[src/sv/grs_pkg.sv]
// grs_pkg: shared types and constants for the group reverse stream block.
// Used by the controller, the datapath and the top level; no dependencies.
`default_nettype none

package grs_pkg;

    localparam int VALUE_W = 32;   // width of one list element
    localparam int GSIZE_W = 5;    // width of the group size register

    localparam logic [GSIZE_W-1:0] GSIZE_RESET = 5'd2;

    // Controller -> datapath per-cycle commands
    typedef struct packed {
        logic wr_en;      // store the accepted item in the group buffer
        logic rd_en;      // read one buffered element for output
        logic run_end;    // tag for the element being read: last of its run
        logic list_end;   // tag for the element being read: last of the list
    } grs_cmd_t;

    // Datapath -> controller status
    typedef struct packed {
        logic room;       // output stage can take one more read this cycle
    } grs_status_t;

endpackage : grs_pkg

`default_nettype wire

[src/sv/group_reverse_stream.sv]
// group_reverse_stream: reverses a stream of 32-bit values in groups of k.
// Accept writes each item into the buffer RAM. A group of n results is then read
// back at one element per cycle while the output stage has room, through the RAM
// read register and the output head register to m_tvalid. The single buffer takes
// no input while a group drains.
// Reset (aresetn, synchronous, active low) empties the group and sets k = 2.
`default_nettype none

module group_reverse_stream
    import grs_pkg::*;
#(
    parameter int MAX_GROUP = 16
) (
    input  wire                 aclk,
    input  wire                 aresetn,
    input  wire                 cfg_wr_en,
    input  wire [GSIZE_W-1:0]   cfg_wr_data,   // group_size
    input  wire                 s_tvalid,
    output logic                s_tready,
    input  wire [VALUE_W-1:0]   s_tdata,       // [31:0] value
    input  wire                 s_tlast,       // is_final
    output logic                m_tvalid,
    input  wire                 m_tready,
    output logic [VALUE_W-1:0]  m_tdata,       // [31:0] out_value
    output logic                m_tlast,       // run_end
    output logic                m_tuser        // [0] list_end
);

    localparam int AW = $clog2(MAX_GROUP);

    grs_cmd_t    cmd;
    grs_status_t status;
    logic [AW-1:0] wr_addr, rd_addr;

    grs_ctrl #(
        .MAX_GROUP(MAX_GROUP)
    ) u_ctrl (
        .aclk       (aclk),
        .aresetn    (aresetn),
        .cfg_wr_en  (cfg_wr_en),
        .cfg_wr_data(cfg_wr_data),
        .s_tvalid   (s_tvalid),
        .s_tready   (s_tready),
        .s_tlast    (s_tlast),
        .status     (status),
        .cmd        (cmd),
        .wr_addr    (wr_addr),
        .rd_addr    (rd_addr)
    );

    grs_datapath #(
        .MAX_GROUP(MAX_GROUP)
    ) u_dp (
        .aclk    (aclk),
        .aresetn (aresetn),
        .cmd     (cmd),
        .wr_addr (wr_addr),
        .rd_addr (rd_addr),
        .wr_data (s_tdata),
        .status  (status),
        .m_tvalid(m_tvalid),
        .m_tready(m_tready),
        .m_tdata (m_tdata),
        .m_tlast (m_tlast),
        .m_tuser (m_tuser)
    );

endmodule : group_reverse_stream

`default_nettype wire

[src/sv/grs_ram.sv]
// grs_ram: generic single-port-write, single-port-read RAM, registered read.
// No dependencies.
`default_nettype none

module grs_ram #(
    parameter int WIDTH = 32,
    parameter int DEPTH = 16
) (
    input  wire                     aclk,
    input  wire                     wr_en,
    input  wire [$clog2(DEPTH)-1:0] wr_addr,
    input  wire [WIDTH-1:0]         wr_data,
    input  wire                     rd_en,
    input  wire [$clog2(DEPTH)-1:0] rd_addr,
    output logic [WIDTH-1:0]        rd_data
);

    logic [WIDTH-1:0] mem_reg [DEPTH];

    // Write port and registered read port
    always_ff @(posedge aclk) begin
        if (wr_en) begin
            mem_reg[wr_addr] <= wr_data;
        end
        if (rd_en) begin
            rd_data <= mem_reg[rd_addr];
        end
    end

endmodule : grs_ram

`default_nettype wire

[src/sv/grs_datapath.sv]
// grs_datapath: group buffer RAM, read pipeline tag stage and a two-entry
// output register with skid. Depends on grs_pkg and grs_ram.
`default_nettype none

module grs_datapath
    import grs_pkg::*;
#(
    parameter int MAX_GROUP = 16
) (
    input  wire                         aclk,
    input  wire                         aresetn,
    input  grs_cmd_t                    cmd,
    input  wire [$clog2(MAX_GROUP)-1:0] wr_addr,
    input  wire [$clog2(MAX_GROUP)-1:0] rd_addr,
    input  wire [VALUE_W-1:0]           wr_data,
    output grs_status_t                 status,
    output logic                        m_tvalid,
    input  wire                         m_tready,
    output logic [VALUE_W-1:0]          m_tdata,
    output logic                        m_tlast,
    output logic                        m_tuser
);

    logic [VALUE_W-1:0] ram_q;

    // Tags that travel alongside the RAM read
    logic pend_v_reg, pend_run_reg, pend_list_reg;

    // Output stage: head register and skid register
    logic               out_v_reg, out_run_reg, out_list_reg;
    logic [VALUE_W-1:0] out_data_reg;
    logic               skid_v_reg, skid_run_reg, skid_list_reg;
    logic [VALUE_W-1:0] skid_data_reg;

    logic       pop;
    logic [1:0] occ;

    grs_ram #(
        .WIDTH(VALUE_W),
        .DEPTH(MAX_GROUP)
    ) u_buf (
        .aclk   (aclk),
        .wr_en  (cmd.wr_en),
        .wr_addr(wr_addr),
        .wr_data(wr_data),
        .rd_en  (cmd.rd_en),
        .rd_addr(rd_addr),
        .rd_data(ram_q)
    );

    assign pop = out_v_reg & m_tready;

    // Slots in use after this cycle's pop, counting the read in flight
    assign occ = 2'(out_v_reg) + 2'(skid_v_reg) + 2'(pend_v_reg) - 2'(pop);
    assign status.room = (occ <= 2'd1);

    // Read tag stage
    always_ff @(posedge aclk) begin
        if (!aresetn) begin
            pend_v_reg <= 1'b0;
        end else begin
            pend_v_reg <= cmd.rd_en;
        end
        pend_run_reg  <= cmd.run_end;
        pend_list_reg <= cmd.list_end;
    end

    // Output head and skid
    always_ff @(posedge aclk) begin
        if (!aresetn) begin
            out_v_reg  <= 1'b0;
            skid_v_reg <= 1'b0;
        end else if (!out_v_reg || pop) begin
            if (skid_v_reg) begin
                out_v_reg  <= 1'b1;
                skid_v_reg <= pend_v_reg;
            end else begin
                out_v_reg  <= pend_v_reg;
            end
        end else if (pend_v_reg) begin
            skid_v_reg <= 1'b1;
        end
    end

    always_ff @(posedge aclk) begin
        if (!out_v_reg || pop) begin
            if (skid_v_reg) begin
                out_data_reg  <= skid_data_reg;
                out_run_reg   <= skid_run_reg;
                out_list_reg  <= skid_list_reg;
                skid_data_reg <= ram_q;
                skid_run_reg  <= pend_run_reg;
                skid_list_reg <= pend_list_reg;
            end else begin
                out_data_reg  <= ram_q;
                out_run_reg   <= pend_run_reg;
                out_list_reg  <= pend_list_reg;
            end
        end else if (pend_v_reg) begin
            skid_data_reg <= ram_q;
            skid_run_reg  <= pend_run_reg;
            skid_list_reg <= pend_list_reg;
        end
    end

    assign m_tvalid = out_v_reg;
    assign m_tdata  = out_data_reg;
    assign m_tlast  = out_run_reg;
    assign m_tuser  = out_list_reg;

endmodule : grs_datapath

`default_nettype wire

[src/sv/grs_ctrl.sv]
// grs_ctrl: group size register, fill count and the accept/emit sequencer
// that drives buffer writes and ordered reads. Depends on grs_pkg.
`default_nettype none

module grs_ctrl
    import grs_pkg::*;
#(
    parameter int MAX_GROUP = 16
) (
    input  wire                         aclk,
    input  wire                         aresetn,
    input  wire                         cfg_wr_en,
    input  wire [GSIZE_W-1:0]           cfg_wr_data,
    input  wire                         s_tvalid,
    output logic                        s_tready,
    input  wire                         s_tlast,
    input  grs_status_t                 status,
    output grs_cmd_t                    cmd,
    output logic [$clog2(MAX_GROUP)-1:0] wr_addr,
    output logic [$clog2(MAX_GROUP)-1:0] rd_addr
);

    localparam int AW = $clog2(MAX_GROUP);
    localparam int CW = $clog2(MAX_GROUP + 1);
    localparam int KW = (CW > GSIZE_W) ? CW : GSIZE_W;
    localparam logic [KW-1:0] MAX_K = KW'(MAX_GROUP);
    localparam logic [CW-1:0] MAX_C = CW'(MAX_GROUP);

    localparam logic ST_IDLE = 1'b0;
    localparam logic ST_EMIT = 1'b1;

    logic              state_reg, state_next;
    logic [GSIZE_W-1:0] gsize_reg;
    logic [CW-1:0]     fill_reg, fill_next;
    logic [CW-1:0]     cnt_reg, cnt_next;    // elements to emit
    logic [CW-1:0]     idx_reg, idx_next;    // next element to emit
    logic              rev_reg, rev_next;
    logic              fin_reg, fin_next;

    logic [KW-1:0] gs_ext, k_wide;
    logic [CW-1:0] k_size, fill_inc, rd_pos;
    logic          accept, has_room, last_rd;

    // Effective group size: zero means one, clamp at buffer depth
    assign gs_ext = KW'(gsize_reg);
    always_comb begin
        if (gs_ext == '0) begin
            k_wide = KW'(1);
        end else if (gs_ext > MAX_K) begin
            k_wide = MAX_K;
        end else begin
            k_wide = gs_ext;
        end
    end
    assign k_size = k_wide[CW-1:0];

    assign accept   = s_tvalid & s_tready;
    assign has_room = (fill_reg < MAX_C);
    assign fill_inc = has_room ? (fill_reg + CW'(1)) : fill_reg;
    assign last_rd  = (idx_reg == (cnt_reg - CW'(1)));
    assign rd_pos   = rev_reg ? (cnt_reg - CW'(1) - idx_reg) : idx_reg;

    assign s_tready = (state_reg == ST_IDLE);
    assign wr_addr  = fill_reg[AW-1:0];
    assign rd_addr  = rd_pos[AW-1:0];

    // Sequencer
    always_comb begin
        state_next   = state_reg;
        fill_next    = fill_reg;
        cnt_next     = cnt_reg;
        idx_next     = idx_reg;
        rev_next     = rev_reg;
        fin_next     = fin_reg;
        cmd.wr_en    = 1'b0;
        cmd.rd_en    = 1'b0;
        cmd.run_end  = last_rd;
        cmd.list_end = last_rd & fin_reg;
        unique case (state_reg)
            ST_IDLE: begin
                if (accept) begin
                    cmd.wr_en = has_room;
                    fill_next = fill_inc;
                    fin_next  = s_tlast;
                    cnt_next  = fill_inc;
                    idx_next  = '0;
                    if (fill_inc >= k_size) begin
                        rev_next   = 1'b1;
                        state_next = ST_EMIT;
                    end else if (s_tlast) begin
                        rev_next   = 1'b0;
                        state_next = ST_EMIT;
                    end
                end
            end
            ST_EMIT: begin
                if (status.room) begin
                    cmd.rd_en = 1'b1;
                    idx_next  = idx_reg + CW'(1);
                    if (last_rd) begin
                        fill_next  = '0;
                        state_next = ST_IDLE;
                    end
                end
            end
            default: begin
                state_next = ST_IDLE;
            end
        endcase
    end

    always_ff @(posedge aclk) begin
        if (!aresetn) begin
            state_reg <= ST_IDLE;
            fill_reg  <= '0;
            gsize_reg <= GSIZE_RESET;
        end else begin
            state_reg <= state_next;
            fill_reg  <= fill_next;
            if (cfg_wr_en) begin
                gsize_reg <= cfg_wr_data;
            end
        end
        cnt_reg <= cnt_next;
        idx_reg <= idx_next;
        rev_reg <= rev_next;
        fin_reg <= fin_next;
    end

endmodule : grs_ctrl

`default_nettype wire

[config.mk]
export PLATFORM = sky130hd
export DESIGN_NAME = group_reverse_stream
export DESIGN_NICKNAME = d
export VERILOG_FILES = /design/src/sv/grs_pkg.sv /design/src/sv/group_reverse_stream.sv /design/src/sv/grs_ram.sv /design/src/sv/grs_datapath.sv /design/src/sv/grs_ctrl.sv
export SDC_FILE = /design/constraint.sdc
export NUM_CORES = 1
export LEC_CHECK = 0
export BUFFER_PORTS_ARGS = -buffer_cell sky130_fd_sc_hd__buf_2
export CAP_MARGIN = 20
export CORE_MARGIN = 5
export CORE_UTILIZATION = 69
export CTS_BUF_LIST = sky130_fd_sc_hd__clkbuf_8
export DETAILED_ROUTE_END_ITERATION = 12
export PLACE_DENSITY = 0.86
export SYNTH_ARGS = -nofsm -noshare
export SYNTH_HDL_FRONTEND = slang
export SYNTH_SLANG_ARGS = --single-unit
[constraint.sdc]
create_clock -name aclk -period 9.8 [get_ports aclk]
set_clock_uncertainty 0.05 [all_clocks]
set_input_delay 2.45 -clock aclk [delete_from_list [all_inputs] [get_ports aclk]]
set_output_delay 2.45 -clock aclk [all_outputs]
set_load 0.01 [all_outputs]
==> impl_summary.md, run 1 <==
Synth
Summing the sequential cell areas from Yosys gives 76.7% of the chip area. After synthesis the cells add up to 24,800 µm². The adder-cell share of the synthesized area is less than 1%.

After Yosys synthesis, XOR and XNOR cells account for less than 1% of the synthesized area. The fraction of the mapped netlist area in simple logic gates is 1.49%. The combinational family with the most area after synthesis is multiplexers. The number of nets handed over by synthesis was 1,156. After synthesis, the share of flip-flops with an asynchronous set or reset is 0%. The compound-cell area share of the yosys netlist is less than 1%.

The primary flip-flop cell chosen by synthesis mapping is edfxtp_1. The synthesized design devotes to its leading area cell type 75.4% of total area. Of all cell types, the one taking the most synthesized area is edfxtp_1.

Averaged over all synthesized cells, the footprint is 22.7 µm². The share of synthesized area spent on multiplexers is 17.5%. Yosys mapped a number of flops with a built-in enable equal to 624. By area the synthesized netlist is led by edfxtp_1 75%, mux4_2 11%, mux2i_1 4.2%. During synthesis, Yosys emitted a total of 0 warnings. The number of instances in the synthesized netlist is 1,096. The synthesized design contains 640 register bits. The netlist uses 44 different library cells.

Clock network
The TritonCTS clock tree is yes. The hold buffer count at CTS is 0. The clock latency reported for the late side of the worst-skew pair is 0.63 ns. The maximum buffer depth of the clock tree is 3. After clock tree synthesis, the clock-pin slew on the worst setup and hold paths is around 0.06 ns.

The count of clock tree sinks is 640. The quantity of gates resized following cts is 0. The H-tree generated during clock tree synthesis spans 3 levels.

The post-CTS setup repair buffer count is 0. Clock tree synthesis selected as its root buffer the cell clkbuf_8. Counting the buffers created by CTS gives 95.

Global route
The initial antenna violation count is 1. The first-pass GRT wire length is 70,000 µm. The overall routing resource usage is 23.7%. Entering global routing, the biggest net connects 87 pins.

Summed over all layers, the global routing overflow is 0. The via count of the first global-routing pass is between 10,000 and 15,000.

Power and ir drop
The analysis attributes to cell leakage a power of 9.43 nW. The share of total power dissipated in combinational logic is 17.7%. The analysis attributes to net switching a power of roughly 1.6 mW. The internal cell power is around 4.7 mW. The total power per unit cell area is between 200 and 250 nW/µm². The peak supply drop is 255 µV. The fraction of power spent switching nets is 25.5%.

The clock network is responsible for about a third of the overall power. The proportion of power drawn by flip-flops and latches is between 50% and 60%.

Floorplanning
For this design the top-level I/O count stands at 79. The y dimension of the die is 200 µm. The initial cell density of the core is 69.8%. The floorplan step defined a die boundary enclosing 39,900 µm². The number of cell rows is 69.

The placeable core area is 35,600 µm². The die width is approximately 200 µm.

Timing
The final critical-path share of the clock period is about half. Derived from the worst setup path, the maximum achievable clock frequency is 0.207 GHz. The final critical delay including setup and external delays is just under 5 ns. The final hold violation count is 0.

The final number of max-transition violations came to 0. Setup repair after global routing left no endpoint under its margin. The relative max-transition margin is roughly 24%. Across all hold checks on the routed design, the worst slack comes to between 0.3 and 0.4 ns. At the pin with the least slew margin, the transition time is between 1 and 1.5 ns.

The sum of negative setup slack is 0 ns. The number of setup violations in the final report is 0.

Cells and area
The cell area after layout is roughly 28,000 µm². The area growth from synthesis to layout is 11.3%. For this run, the number of standard cells in the final layout without fillers is 1,787. The fraction of final layout cells sized beyond drive strength 1 is 30.6%.

The register with the most flip-flops in the layout has around 510 of them. The final standard cell utilization of the core is about 78%. At the end of the flow, the number of nets in the layout was 1,310.

Placement
Once placement completed, the tool counted placed cells totaling 1,605. During placement, the flow inserted port buffers numbering 78. The sum of net half-perimeters after detailed placement is about 26,000 µm. The weighted congestion at the end of routability-driven global placement is 0.759. The standard cell area after detailed placement is 25,600 µm².

Drt
The first-iteration detailed-routing DRC count is 1,105. For this run, the detailed router's first-pass iteration total came to 6. The number of antenna-violating nets in the routed design is 0. Using the TritonRoute via totals, the vias-per-cell ratio works out to around 6.4. After detailed routing, the total wire length is 47,600 µm.

The via count of the routed design is 11,400. After detailed routing, the average wire length per cell comes to 26.6 µm. After detailed routing, the number of remaining DRC violations is 0.

Critical path
The maximum fanout along the worst path is 34. The critical path's most frequent cell is ha_1. The worst setup path is of the in2reg kind. The internal reg-to-reg setup slack is 5.41 ns. The nature of the critical path startpoint is an input pin.

The slowest library cell on the worst path is and2_2. The arrival time reported for the critical path endpoint is roughly 5.3 ns. On the worst path, the slowest cell contributes a delay of between 0.9 and 1 ns. Data on the critical path is required at its endpoint by 10.26 ns. Traced cell by cell, the critical path runs through buf_2 -> and2_1 -> ha_1 -> inv_1 -> ha_1 -> a21oi_1 -> xor2_1 -> and2_2 -> nand2_1 -> a22oi_1 -> nor2b_1. The nature of the critical path endpoint is a register.

Outcome
The flow ran to the end, and the final reports show no timing, DRC or antenna violations.

Flow run
The number of violations of the max-capacitance limit is 0.

Hold path
The path class of the lowest-slack min-delay path is reg2reg.
==> metal layers <==
| layer | wire length, µm | global-route usage [%] |
|---|---|---|
| met1 | 18300 | 33.6 |
| met2 | 24500 | 38.7 |
| met3 | 3680 | 4.38 |
| met4 | 1110 | 7.57 |
| met5 | 0 | 0 |
==> synth_stat cells (all sizes together), types with 2 or more instances <==
cell,n
buf,36
and2,4
a21boi,4
mux2,35
xor2,7
mux2i,103
edfxtp,624
nor2b,8
nand2,16
o21ai,4
nor2,22
o21a,2
mux4,128
nor3b,2
a21o,2
a21oi,5
clkbuf,12
xnor2,7
ha,16
inv,16
nand3,6
nand2b,5
dfxtp,16
nor3,7
==> power by group through the flow <==
stage / Sequential (mW) / Clock [mW] / Combinational [mW]
2_1_floorplan: 3.26 / 0 / 0.895
3_3_place_gp: 3.25 / 0 / 1.09
3_5_place_dp: 3.26 / 0 / 1.13
4_1_cts: 3.20 / 2.03 / 1.13
5_1_grt: 3.21 / 2.19 / 1.20
6_report: 3.20 / 2.01 / 1.12
==> through the flow <==
stage	power, mW	setup slack [ns]
final	6.33	4.97
after global routing	6.60	4.78
after CTS	6.36	5.10
after detailed placement	4.38	4.45
after global placement	4.34	4.57
after floorplan	4.15	4.16
==> critical path, delay by kind of cell <==
kind	cells	cell delay, ns
AOI/OAI and AO/OA	2	0.42
adders and majority gates	2	0.53
xor gates and xnor gates	1	0.24
buffers and inverters	2	0.14
and+or+nand+nor	4	1.51
==> cells in the final DEF, fill, tap and decap left out, types with 7 or more instances in the layout <==
cell type,synthesis,final
mux2i_1,103,101
nor2_1,22,10
mux4_2,117,117
clkinv_1,0,25
xor2_1,7,7
inv_1,16,42
nor2b_1,8,8
ha_1,16,16
nor2_4,0,12
dfxtp_1,16,15
clkinv_2,0,11
mux2_2,35,35
buf_4,9,16
buf_16,0,9
clkbuf_8,3,105
edfxtp_1,624,624
mux4_1,11,11
nand2_1,15,15
xnor2_1,7,7
buf_2,3,78
==> layout make-up <==
class                      count  area [µm²]
timing repair buffer         105         798
clock buffer                 105        1450
tap                          461         577
antenna                        1        2.50
inverter                      16        60.1
clock inverter                67         327
multi-input combinational    392        5370
fill                        1717        7930
sequential                   640       19100
==> path summary, 6_finish.rpt <==
kind / start / to / depth (start not counted)
max: m_tready / u_ctrl.fill_reg[4] / 11
min: u_dp.pend_list_reg / u_dp.skid_list_reg / 0
max reg2reg: u_ctrl.idx_reg[0] / u_dp.u_buf.rd_data[22] / 8
min reg2reg: u_dp.pend_list_reg / u_dp.skid_list_reg / 0
==> kinds of logic after synthesis <==
group / Yosys count
buffers and inverters: 64
XOR/XNOR: 14
adder cells (fa/ha/maj): 17
multiplexers: 266
AO/OA/AOI/OAI: 21
flip-flops: 640
AND/OR/NAND/NOR: 74
Note: power is estimated with default switching activity, not from simulation.
==> run 2, diff against run 1 <==
--- a/config.mk
+++ b/config.mk
@@ -8,10 +8,10 @@
 export BUFFER_PORTS_ARGS = -buffer_cell sky130_fd_sc_hd__buf_2
 export CAP_MARGIN = 20
 export CORE_MARGIN = 5
-export CORE_UTILIZATION = 69
+export CORE_UTILIZATION = 58
 export CTS_BUF_LIST = sky130_fd_sc_hd__clkbuf_8
 export DETAILED_ROUTE_END_ITERATION = 12
-export PLACE_DENSITY = 0.86
+export PLACE_DENSITY = 0.77
 export SYNTH_ARGS = -nofsm -noshare
 export SYNTH_HDL_FRONTEND = slang
 export SYNTH_SLANG_ARGS = --single-unit
==> constraint.sdc (replaced) <==
create_clock -name aclk -period 3.9 [get_ports aclk]
set_clock_uncertainty 0.05 [all_clocks]
set_input_delay 0.975 -clock aclk [delete_from_list [all_inputs] [get_ports aclk]]
set_output_delay 0.975 -clock aclk [all_outputs]
set_load 0.01 [all_outputs]
==> run 2 against run 1 <==
Against the previous run: combinational power is 150% higher; core utilization is 12 points lower; sequential share of layout area is 0.27 points lower; non-clock buffer count is 7 higher; count of clock-buffer cells in the layout is 2 lower; critical endpoint is now u_dp.u_buf.rd_data[23]; first-iteration DRC count is 12% lower; largest cell class unchanged.
==> impl_summary.md, run 2 (synthesized netlist as in run 1, its figures left out) <==
Cells and area
Commonest cells after routing, fill and taps aside: 624 x edfxtp_1, 117 x mux4_2, 103 x clkbuf_8 (was 624 x edfxtp_1, 117 x mux4_2, 105 x clkbuf_8). The count of non-filler cells in the finished layout is 1,870 (was 1,787). The flip-flop count of the largest register, all copies and words added is 512 (unchanged). The number of nets in the layout was 1,322 (was 1,310). The most common cell after layout, fill and taps aside is edfxtp_1 (unchanged). The fraction of final layout cells sized beyond drive strength 1 is 30.7% (was 30.6%). The area growth from synthesis to layout is 11.7% (was 11.3%).

Drt
The number of antenna-violating nets in the routed design is 0 (unchanged). The detail-routed net length per standard cell is 25.1 µm (was 26.6 µm). The via count of the routed design is 11,300 (was 11,400).

The post-detailed-routing wire length is 46,900 µm (was 47,600 µm). The detailed-route vias per instance is 6.07 (was 6.38). The residual DRC count is 0 (unchanged). The length of the first detailed-routing pass in iterations is 5 (was 6). The first-iteration detailed-routing DRC count is 967 (was 1,105).

Placement
The worst slack at placement was 0.573 ns (was 4.45 ns). The number of buffers added on ports was 78 (unchanged). The weighted congestion at the end of routability-driven global placement is 0.773 (was 0.759). The sum of net half-perimeters after detailed placement came to 25,900 µm (was 25,600 µm). The total instance count after detailed placement is 1,699 (was 1,605).

Power and ir drop
The leakage dissipation came to 9.43 nW (about the same). The peak supply drop is 380 µV (was 255 µV). The total power per unit cell area was 570 nW/µm² (was 229 nW/µm²).

Global route
The remaining global-route overflow was 0 (unchanged). The first-pass GRT wire length is 71,700 µm (was 70,000 µm). The via count of the first global-routing pass came to 11,900 (about the same). The maximum number of pins on one net before global-route repair is 57 (was 87). The initial antenna violation count came to 4 (was 1). The overall routing resource usage is 20.4% (was 23.7%).

Floorplanning
The initial cell density of the core is 58.9% (was 69.8%). The number of cell rows was 75 (was 69). The placeable core area was 42,100 µm² (was 35,600 µm²). The die width is 217 µm (was 200 µm).

The y dimension of the die is 217 µm (was 200 µm). The area of the die is 47,100 µm² (was 39,900 µm²). The number of I/O pins came to 79 (unchanged).

Critical path
The class of the most critical setup path was reg2reg (was in2reg). The maximum fanout along the worst path is 56 (was 34). The timing startpoint of the critical path is u_ctrl.idx_reg[0] (was m_tready). The internal reg-to-reg setup slack is 0.74 ns (was 5.41 ns).

The nature of the critical path startpoint is a register (was input pin). The worst reg2reg path startpoint is u_ctrl.idx_reg[0] (unchanged). The end of the critical path is u_dp.u_buf.rd_data[23] (was u_ctrl.fill_reg[4]). The worst-case reg-to-reg path depth came to 7 (was 8). The data required time of the critical path is 4.25 ns (was 10.26 ns). The arrival time reported for the critical path endpoint came to 3.51 ns (was 5.29 ns). The nature of the critical path endpoint is a register (unchanged).

The reg-to-reg critical path endpoint was u_dp.u_buf.rd_data[23] (was u_dp.u_buf.rd_data[22]).

Clock network
The maximum buffer depth of the clock tree was 3 (unchanged). The quantity of gates resized following cts was 0 (unchanged). The clock latency reported for the late side of the worst-skew pair is 0.66 ns (was 0.63 ns). The number of buffers added by the clock tree synthesis step was 100 (was 95). The count of clock tree sinks is 640 (unchanged). The hold buffer count at CTS is 0 (unchanged). The clock transition at the registers of the reported paths is 0.06 ns (about the same). The post-CTS setup repair buffer count came to 0 (unchanged).

The number of levels in the clock H-tree came to 3 (unchanged). The TritonCTS clock tree is yes (unchanged). The buffer cell driving the clock tree root was clkbuf_8 (unchanged).

Timing
Of the available clock period, the critical path in the final layout requires between 80% and 90%. Static timing analysis puts the maximum clock frequency at 0.317 GHz. The final hold violation count is 0 (unchanged).

The final critical delay including setup and external delays is about 3.2 ns. The final number of max-transition violations came to 0 (unchanged). The worst hold slack across all endpoints is 0.393 ns (was 0.388 ns). The worst-case setup margin in the final layout is 0.743 ns (was 4.97 ns). The relative max-transition margin is 40.4% (was 24.4%). The slew at the pin closest to its max-slew limit is 0.893 ns (was 1.13 ns).

The sum of negative setup slack came to 0 ns (unchanged). The number of setup violations in the final report is 0 (unchanged). Setup repair after global routing missed its margin: false (unchanged).

Hold path
The path class of the lowest-slack min-delay path was reg2reg (unchanged).

Flow run
The number of violations of the max-capacitance limit was 0 (unchanged).

Outcome
Outcome: finished clean (unchanged).
[run 2: cell types whose count changed in the layout (fill, tap and decap cells not counted), sizes merged]
cell,delta
clkinv,-12
inv,+9
buf,+7
clkbuf,-2
clkinvlp,+3
[run 2: worst min path at each step]
| stage | from | to | slack, ns | depth (start not counted) |
|---|---|---|---|---|
| after floorplan | u_dp.pend_list_reg | u_dp.skid_list_reg | 0.35 | 0 |
| after global placement | u_dp.pend_run_reg | u_dp.skid_run_reg | 0.37 | 0 |
| after detailed placement | u_dp.u_buf.rd_data[4] | u_dp.skid_data_reg[4] | 0.39 | 0 |
| after CTS | u_dp.u_buf.rd_data[4] | u_dp.skid_data_reg[4] | 0.40 | 0 |
| after global routing | u_dp.u_buf.rd_data[26] | u_dp.skid_data_reg[26] | 0.41 | 0 |
| final | u_dp.u_buf.rd_data[4] | u_dp.skid_data_reg[4] | 0.39 | 0 |
[run 2: report_power, final]
part	internal, mW	switching (mW)
registers	7.93	0.123
logic	1.36	1.41
clock network	2.55	2.42
[run 2: layer usage]
metal | vias up | GRT usage (%) | part of all wire (%)
met5 | - | 0 | 0.098
met4 | 6 | 5.90 | 1.6
met3 | 55 | 4.25 | 7.1
met2 | 435 | 34.2 | 51
li1 | 4884 | - | -
met1 | 5962 | 27.6 | 40
[run 2: critical path, cell delays in order, from the launching register on]
cell	delay (ns)
edfxtp_1	0.50
ha_1	0.29
fa_1	0.51
mux2i_4	0.44
buf_12	0.37
mux4_2	0.35
mux2i_1	0.24
mux2i_1	0.10
[run 2: cell type report]
type,instances,area (µm²)
Sequential cell,640,19100
Fill cell,2612,14400
Multi-Input combinational cell,392,5390
Clock buffer,103,1420
Timing Repair Buffer,112,808
Tap cell,539,674
Clock inverter,67,332
Inverter,16,60.1
Antenna cell,1,2.50
[run 2: through the flow]
stage          util [%]  power (mW)  instance area [µm²]
6_report           65.9        15.8                27700
5_1_grt            65.9        16.5                27700
4_1_cts            65.8        16.0                27700
3_5_place_dp       61.7        11.0                26000
2_1_floorplan         -        10.4                24900
3_3_place_gp       61.7        10.9                26000
==> run 3, diff against run 2 <==
--- a/config.mk
+++ b/config.mk
@@ -5,6 +5,7 @@
 export SDC_FILE = /design/constraint.sdc
 export NUM_CORES = 1
 export LEC_CHECK = 0
+export ABC_AREA = 1
 export BUFFER_PORTS_ARGS = -buffer_cell sky130_fd_sc_hd__buf_2
 export CAP_MARGIN = 20
 export CORE_MARGIN = 5
==> constraint.sdc (replaced) <==
create_clock -name aclk -period 2.8 [get_ports aclk]
set_clock_uncertainty 0.05 [all_clocks]
set_input_delay 0.7 -clock aclk [delete_from_list [all_inputs] [get_ports aclk]]
set_output_delay 0.7 -clock aclk [all_outputs]
set_load 0.01 [all_outputs]
==> run 3 against run 2 <==
Against the previous run: wire length up 24%; maximum frequency increased by 18%; global-route usage grew 3.2 points; first-iteration DRC count is 92% higher; power is 50% higher; core utilization grew 0.56 points; via count increased by 45%; worst hold slack got worse by 0.18 ns; largest power group unchanged; highest routed layer unchanged.
==> impl_summary.md, run 3 <==
Clock network
The hold buffer count at CTS is 0 (unchanged). The clock latency reported for the late side of the worst-skew pair is 0.67 ns (was 0.66 ns). The maximum buffer depth of the clock tree was 3 (unchanged).

The clock transition at the registers of the reported paths is 0.06 ns (about the same). The TritonCTS clock tree is yes (unchanged). The buffer cell driving the clock tree root was clkbuf_8 (unchanged). The count of clock tree sinks is 640 (unchanged).

The number of levels in the clock H-tree was 3 (unchanged). The number of buffers added by the clock tree synthesis step is 97 (was 100).

Synth
The library cell with the highest instance count after synthesis is edfxtp_1 (unchanged). The number of instances in the synthesized netlist is 2,153 (was 1,096). The count of distinct cell types in the synthesized netlist is 29 (was 44). The count of state elements after synthesis was 640 (unchanged). The primary flip-flop cell chosen by synthesis mapping is edfxtp_1 (unchanged). The share of synthesized flip-flops with an asynchronous set or reset was 0% (unchanged). The number of enable-type register cells in the synthesized netlist is 624 (unchanged). The synthesized net count is 2,213 (was 1,156). The cell type contributing the most total cell area after synthesis is edfxtp_1 (unchanged). The post-synthesis instance area came to 26,100 µm² (was 24,800 µm²).

The synthesized area per cell is 12.1 µm² (was 22.7 µm²). The number of synthesis warnings is 0 (unchanged). Top cells by area in the synthesized netlist: edfxtp_1 72%, nand2_1 8.7%, o211ai_1 6.4% (was edfxtp_1 75%, mux4_2 11%, mux2i_1 4.2%). The sequential-to-total area share from yosys stat is 72.9% (was 76.7%). The share of Yosys cell area claimed by the top area cell type is 71.7% (was 75.4%).

Cell types with the highest counts after synthesis: 624 x edfxtp_1, 609 x nand2_1, 266 x inv_1 (was 624 x edfxtp_1, 117 x mux4_2, 103 x mux2i_1).

Power and ir drop
The leakage dissipation came to 11.5 nW (was 9.43 nW). The peak supply drop is 515 µV (was 380 µV). The total power per unit cell area is 801 nW/µm² (was 570 nW/µm²).

Critical path
The reg-to-reg critical path endpoint is u_dp.u_buf.rd_data[30] (was u_dp.u_buf.rd_data[23]). The arrival time reported for the critical path endpoint is 3.03 ns (was 3.51 ns). The nature of the critical path endpoint was a register (unchanged). The nature of the critical path startpoint is a register (unchanged).

The class of the most critical setup path is reg2reg (unchanged). The worst-case reg-to-reg path depth came to 11 (was 7). The maximum fanout along the worst path was 37 (was 56).

The data required time of the critical path is 3.17 ns (was 4.25 ns). The worst reg2reg path startpoint is u_ctrl.cnt_reg[0] (was u_ctrl.idx_reg[0]). The internal reg-to-reg setup slack is 0.14 ns (was 0.74 ns).

Global route
The initial antenna violation count is 5 (was 4). The via count of the first global-routing pass is 16,200 (was 11,900). The remaining global-route overflow came to 0 (unchanged).

The first-pass GRT wire length came to 90,400 µm (was 71,700 µm). The overall routing resource usage is 23.5% (was 20.4%). The maximum number of pins on one net before global-route repair is 70 (was 57).

Hold path
The endpoint of the worst hold path was u_ctrl.fin_reg (was u_dp.skid_data_reg[4]). The number of cells on the worst hold path is 1 (was 0). The path class of the lowest-slack min-delay path is in2reg (was reg2reg). The worst min-delay path startpoint is s_tlast (was u_dp.u_buf.rd_data[4]).

Timing
The fmax is 0.375 GHz (was 0.317 GHz). The number of setup violations in the final report is 0 (unchanged). Setup repair after global routing missed its margin: false (unchanged). The relative max-transition margin is 46.4% (was 40.4%). The final critical delay including setup and external delays is 2.66 ns (was 3.16 ns). The worst hold slack across all endpoints was 0.212 ns (was 0.393 ns). The final hold violation count is 0 (unchanged). The worst-case setup margin in the final layout is 0.136 ns (was 0.743 ns). The final number of max-transition violations is 0 (unchanged).

The final critical-path share of the clock period is 95.1% (was 80.9%). The slew at the pin closest to its max-slew limit is 0.801 ns (was 0.893 ns).

Cells and area
The flip-flop count of the largest register, all copies and words added is 512 (unchanged). The final standard cell utilization of the core is 66.4% (was 65.9%). The cell area after layout is 29,500 µm² (was 27,700 µm²).

Commonest cells after routing, fill and taps aside: 624 x edfxtp_1, 609 x nand2_1, 300 x inv_1 (was 624 x edfxtp_1, 117 x mux4_2, 103 x clkbuf_8). The area growth from synthesis to layout is 12.9% (was 11.7%). The most common cell after layout, fill and taps aside is edfxtp_1 (unchanged).

The number of nets in the layout is 2,346 (was 1,322). The fraction of final layout cells sized beyond drive strength 1 was 12.1% (was 30.7%). The count of non-filler cells in the finished layout came to 2,948 (was 1,870).

Floorplanning
The initial cell density of the core was 58.8% (was 58.9%). The y dimension of the die is 222 µm (was 217 µm). The die width is 222 µm (was 217 µm).

The placeable core area is 44,400 µm² (was 42,100 µm²). The number of cell rows is 77 (was 75). The area of the die is 49,400 µm² (was 47,100 µm²). The number of I/O pins came to 79 (unchanged).

Drt
The highest metal layer with signal wires is met5 (unchanged). The wire length on met1 is 23,200 µm (was 18,800 µm). The post-detailed-routing wire length is 58,300 µm (was 46,900 µm).

The first-iteration detailed-routing DRC count is 1,854 (was 967). The number of antenna-violating nets in the routed design is 0 (unchanged). The met3 routed wirelength is 5480 µm (was 3330 µm). The met2 wire length came to 28,200 µm (was 24,000 µm). The residual DRC count is 0 (unchanged). The length of the first detailed-routing pass in iterations came to 5 (unchanged). The detail-routed net length per standard cell is 19.8 µm (was 25.1 µm). The detailed-route vias per instance is 5.60 (was 6.07). The via count of the routed design came to 16,500 (was 11,300).

Placement
The total instance count after detailed placement is 2,778 (was 1,699). The standard cell area after detailed placement is 27,800 µm² (was 26,000 µm²). The sum of net half-perimeters after detailed placement came to 32,400 µm (was 25,900 µm). The number of buffers added on ports is 78 (unchanged). The worst slack at placement is 0.0342 ns (was 0.573 ns). The weighted congestion at the end of routability-driven global placement is 0.786 (was 0.773).

Outcome
Outcome: finished clean (unchanged).

Flow run
The number of violations of the max-capacitance limit is 0 (unchanged).
[run 3: how the worst max path moves through the flow]
stage	cells past startpoint	startpoint	endpoint	slack, ns
after floorplan	2	s_tvalid	u_dp.u_buf.mem_reg[7][0]	-0.86
after global placement	12	u_ctrl.cnt_reg[0]	u_dp.u_buf.rd_data[24]	0.15
after detailed placement	11	u_ctrl.cnt_reg[0]	u_dp.u_buf.rd_data[30]	0.03
after CTS	11	u_ctrl.cnt_reg[0]	u_dp.u_buf.rd_data[30]	0.05
after global routing	12	u_ctrl.cnt_reg[0]	u_dp.u_buf.rd_data[2]	0.02
final	11	u_ctrl.cnt_reg[0]	u_dp.u_buf.rd_data[30]	0.14
[run 3: worst max-delay path: stages (launching register included)]
cell and delay (ns):
edfxtp_1 0.39, inv_1 0.07, ha_1 0.33, fa_1 0.54, o21ai_4 0.11, inv_4 0.14, buf_6 0.30, nor2_1 0.10
o21ai_1 0.10, nand3_1 0.11, nand3_1 0.11, nand2_1 0.06
[run 3: layer usage]
metal	vias up	track usage (%)
li1	7751	-
met1	7890	32.0
met2	747	38.0
met3	109	4.96
met4	2	8.75
met5	-	0
[run 3: cell type report]
class	count	area [µm²]
Clock buffer	104	1430
Inverter	271	1020
Timing Repair Buffer	143	1250
Fill cell	2996	14900
Sequential cell	640	19100
Multi-Input combinational cell	1133	5720
Tap cell	592	741
Clock inverter	61	272
Antenna cell	4	10.0
[run 3: through the flow]
stage | setup TNS [ns] | power (mW)
5_1_grt | 0 | 24.8
3_3_place_gp | 0 | 16.7
6_report | 0 | 23.6
4_1_cts | 0 | 23.7
3_5_place_dp | 0 | 16.9
2_1_floorplan | -87.86 | 15.1
[run 3: cells by family after synthesis]
group           share of synthesized area (%)
buf+inv                                  5.81
flops                                    72.9
xor+xnor                                0.235
compound gates                           7.61
fa+ha+maj                               0.843
simple gates                             12.6
[run 3: repair_timing]
action / 4_1_cts / 5_1_grt
endpoints found under the setup margin: 0 / 16
resized for setup: 0 / 2
setup buffers: 0 / 1
[run 3: report_power, final]
part           switching [mW]  internal (mW)  leakage (nW)  total, mW
sequential              0.234           11.1          5.84       11.3
combinational            3.61           1.85          4.69       5.46
clock                    3.36           3.48          1.01       6.84
total                    7.20           16.4          11.5       23.6
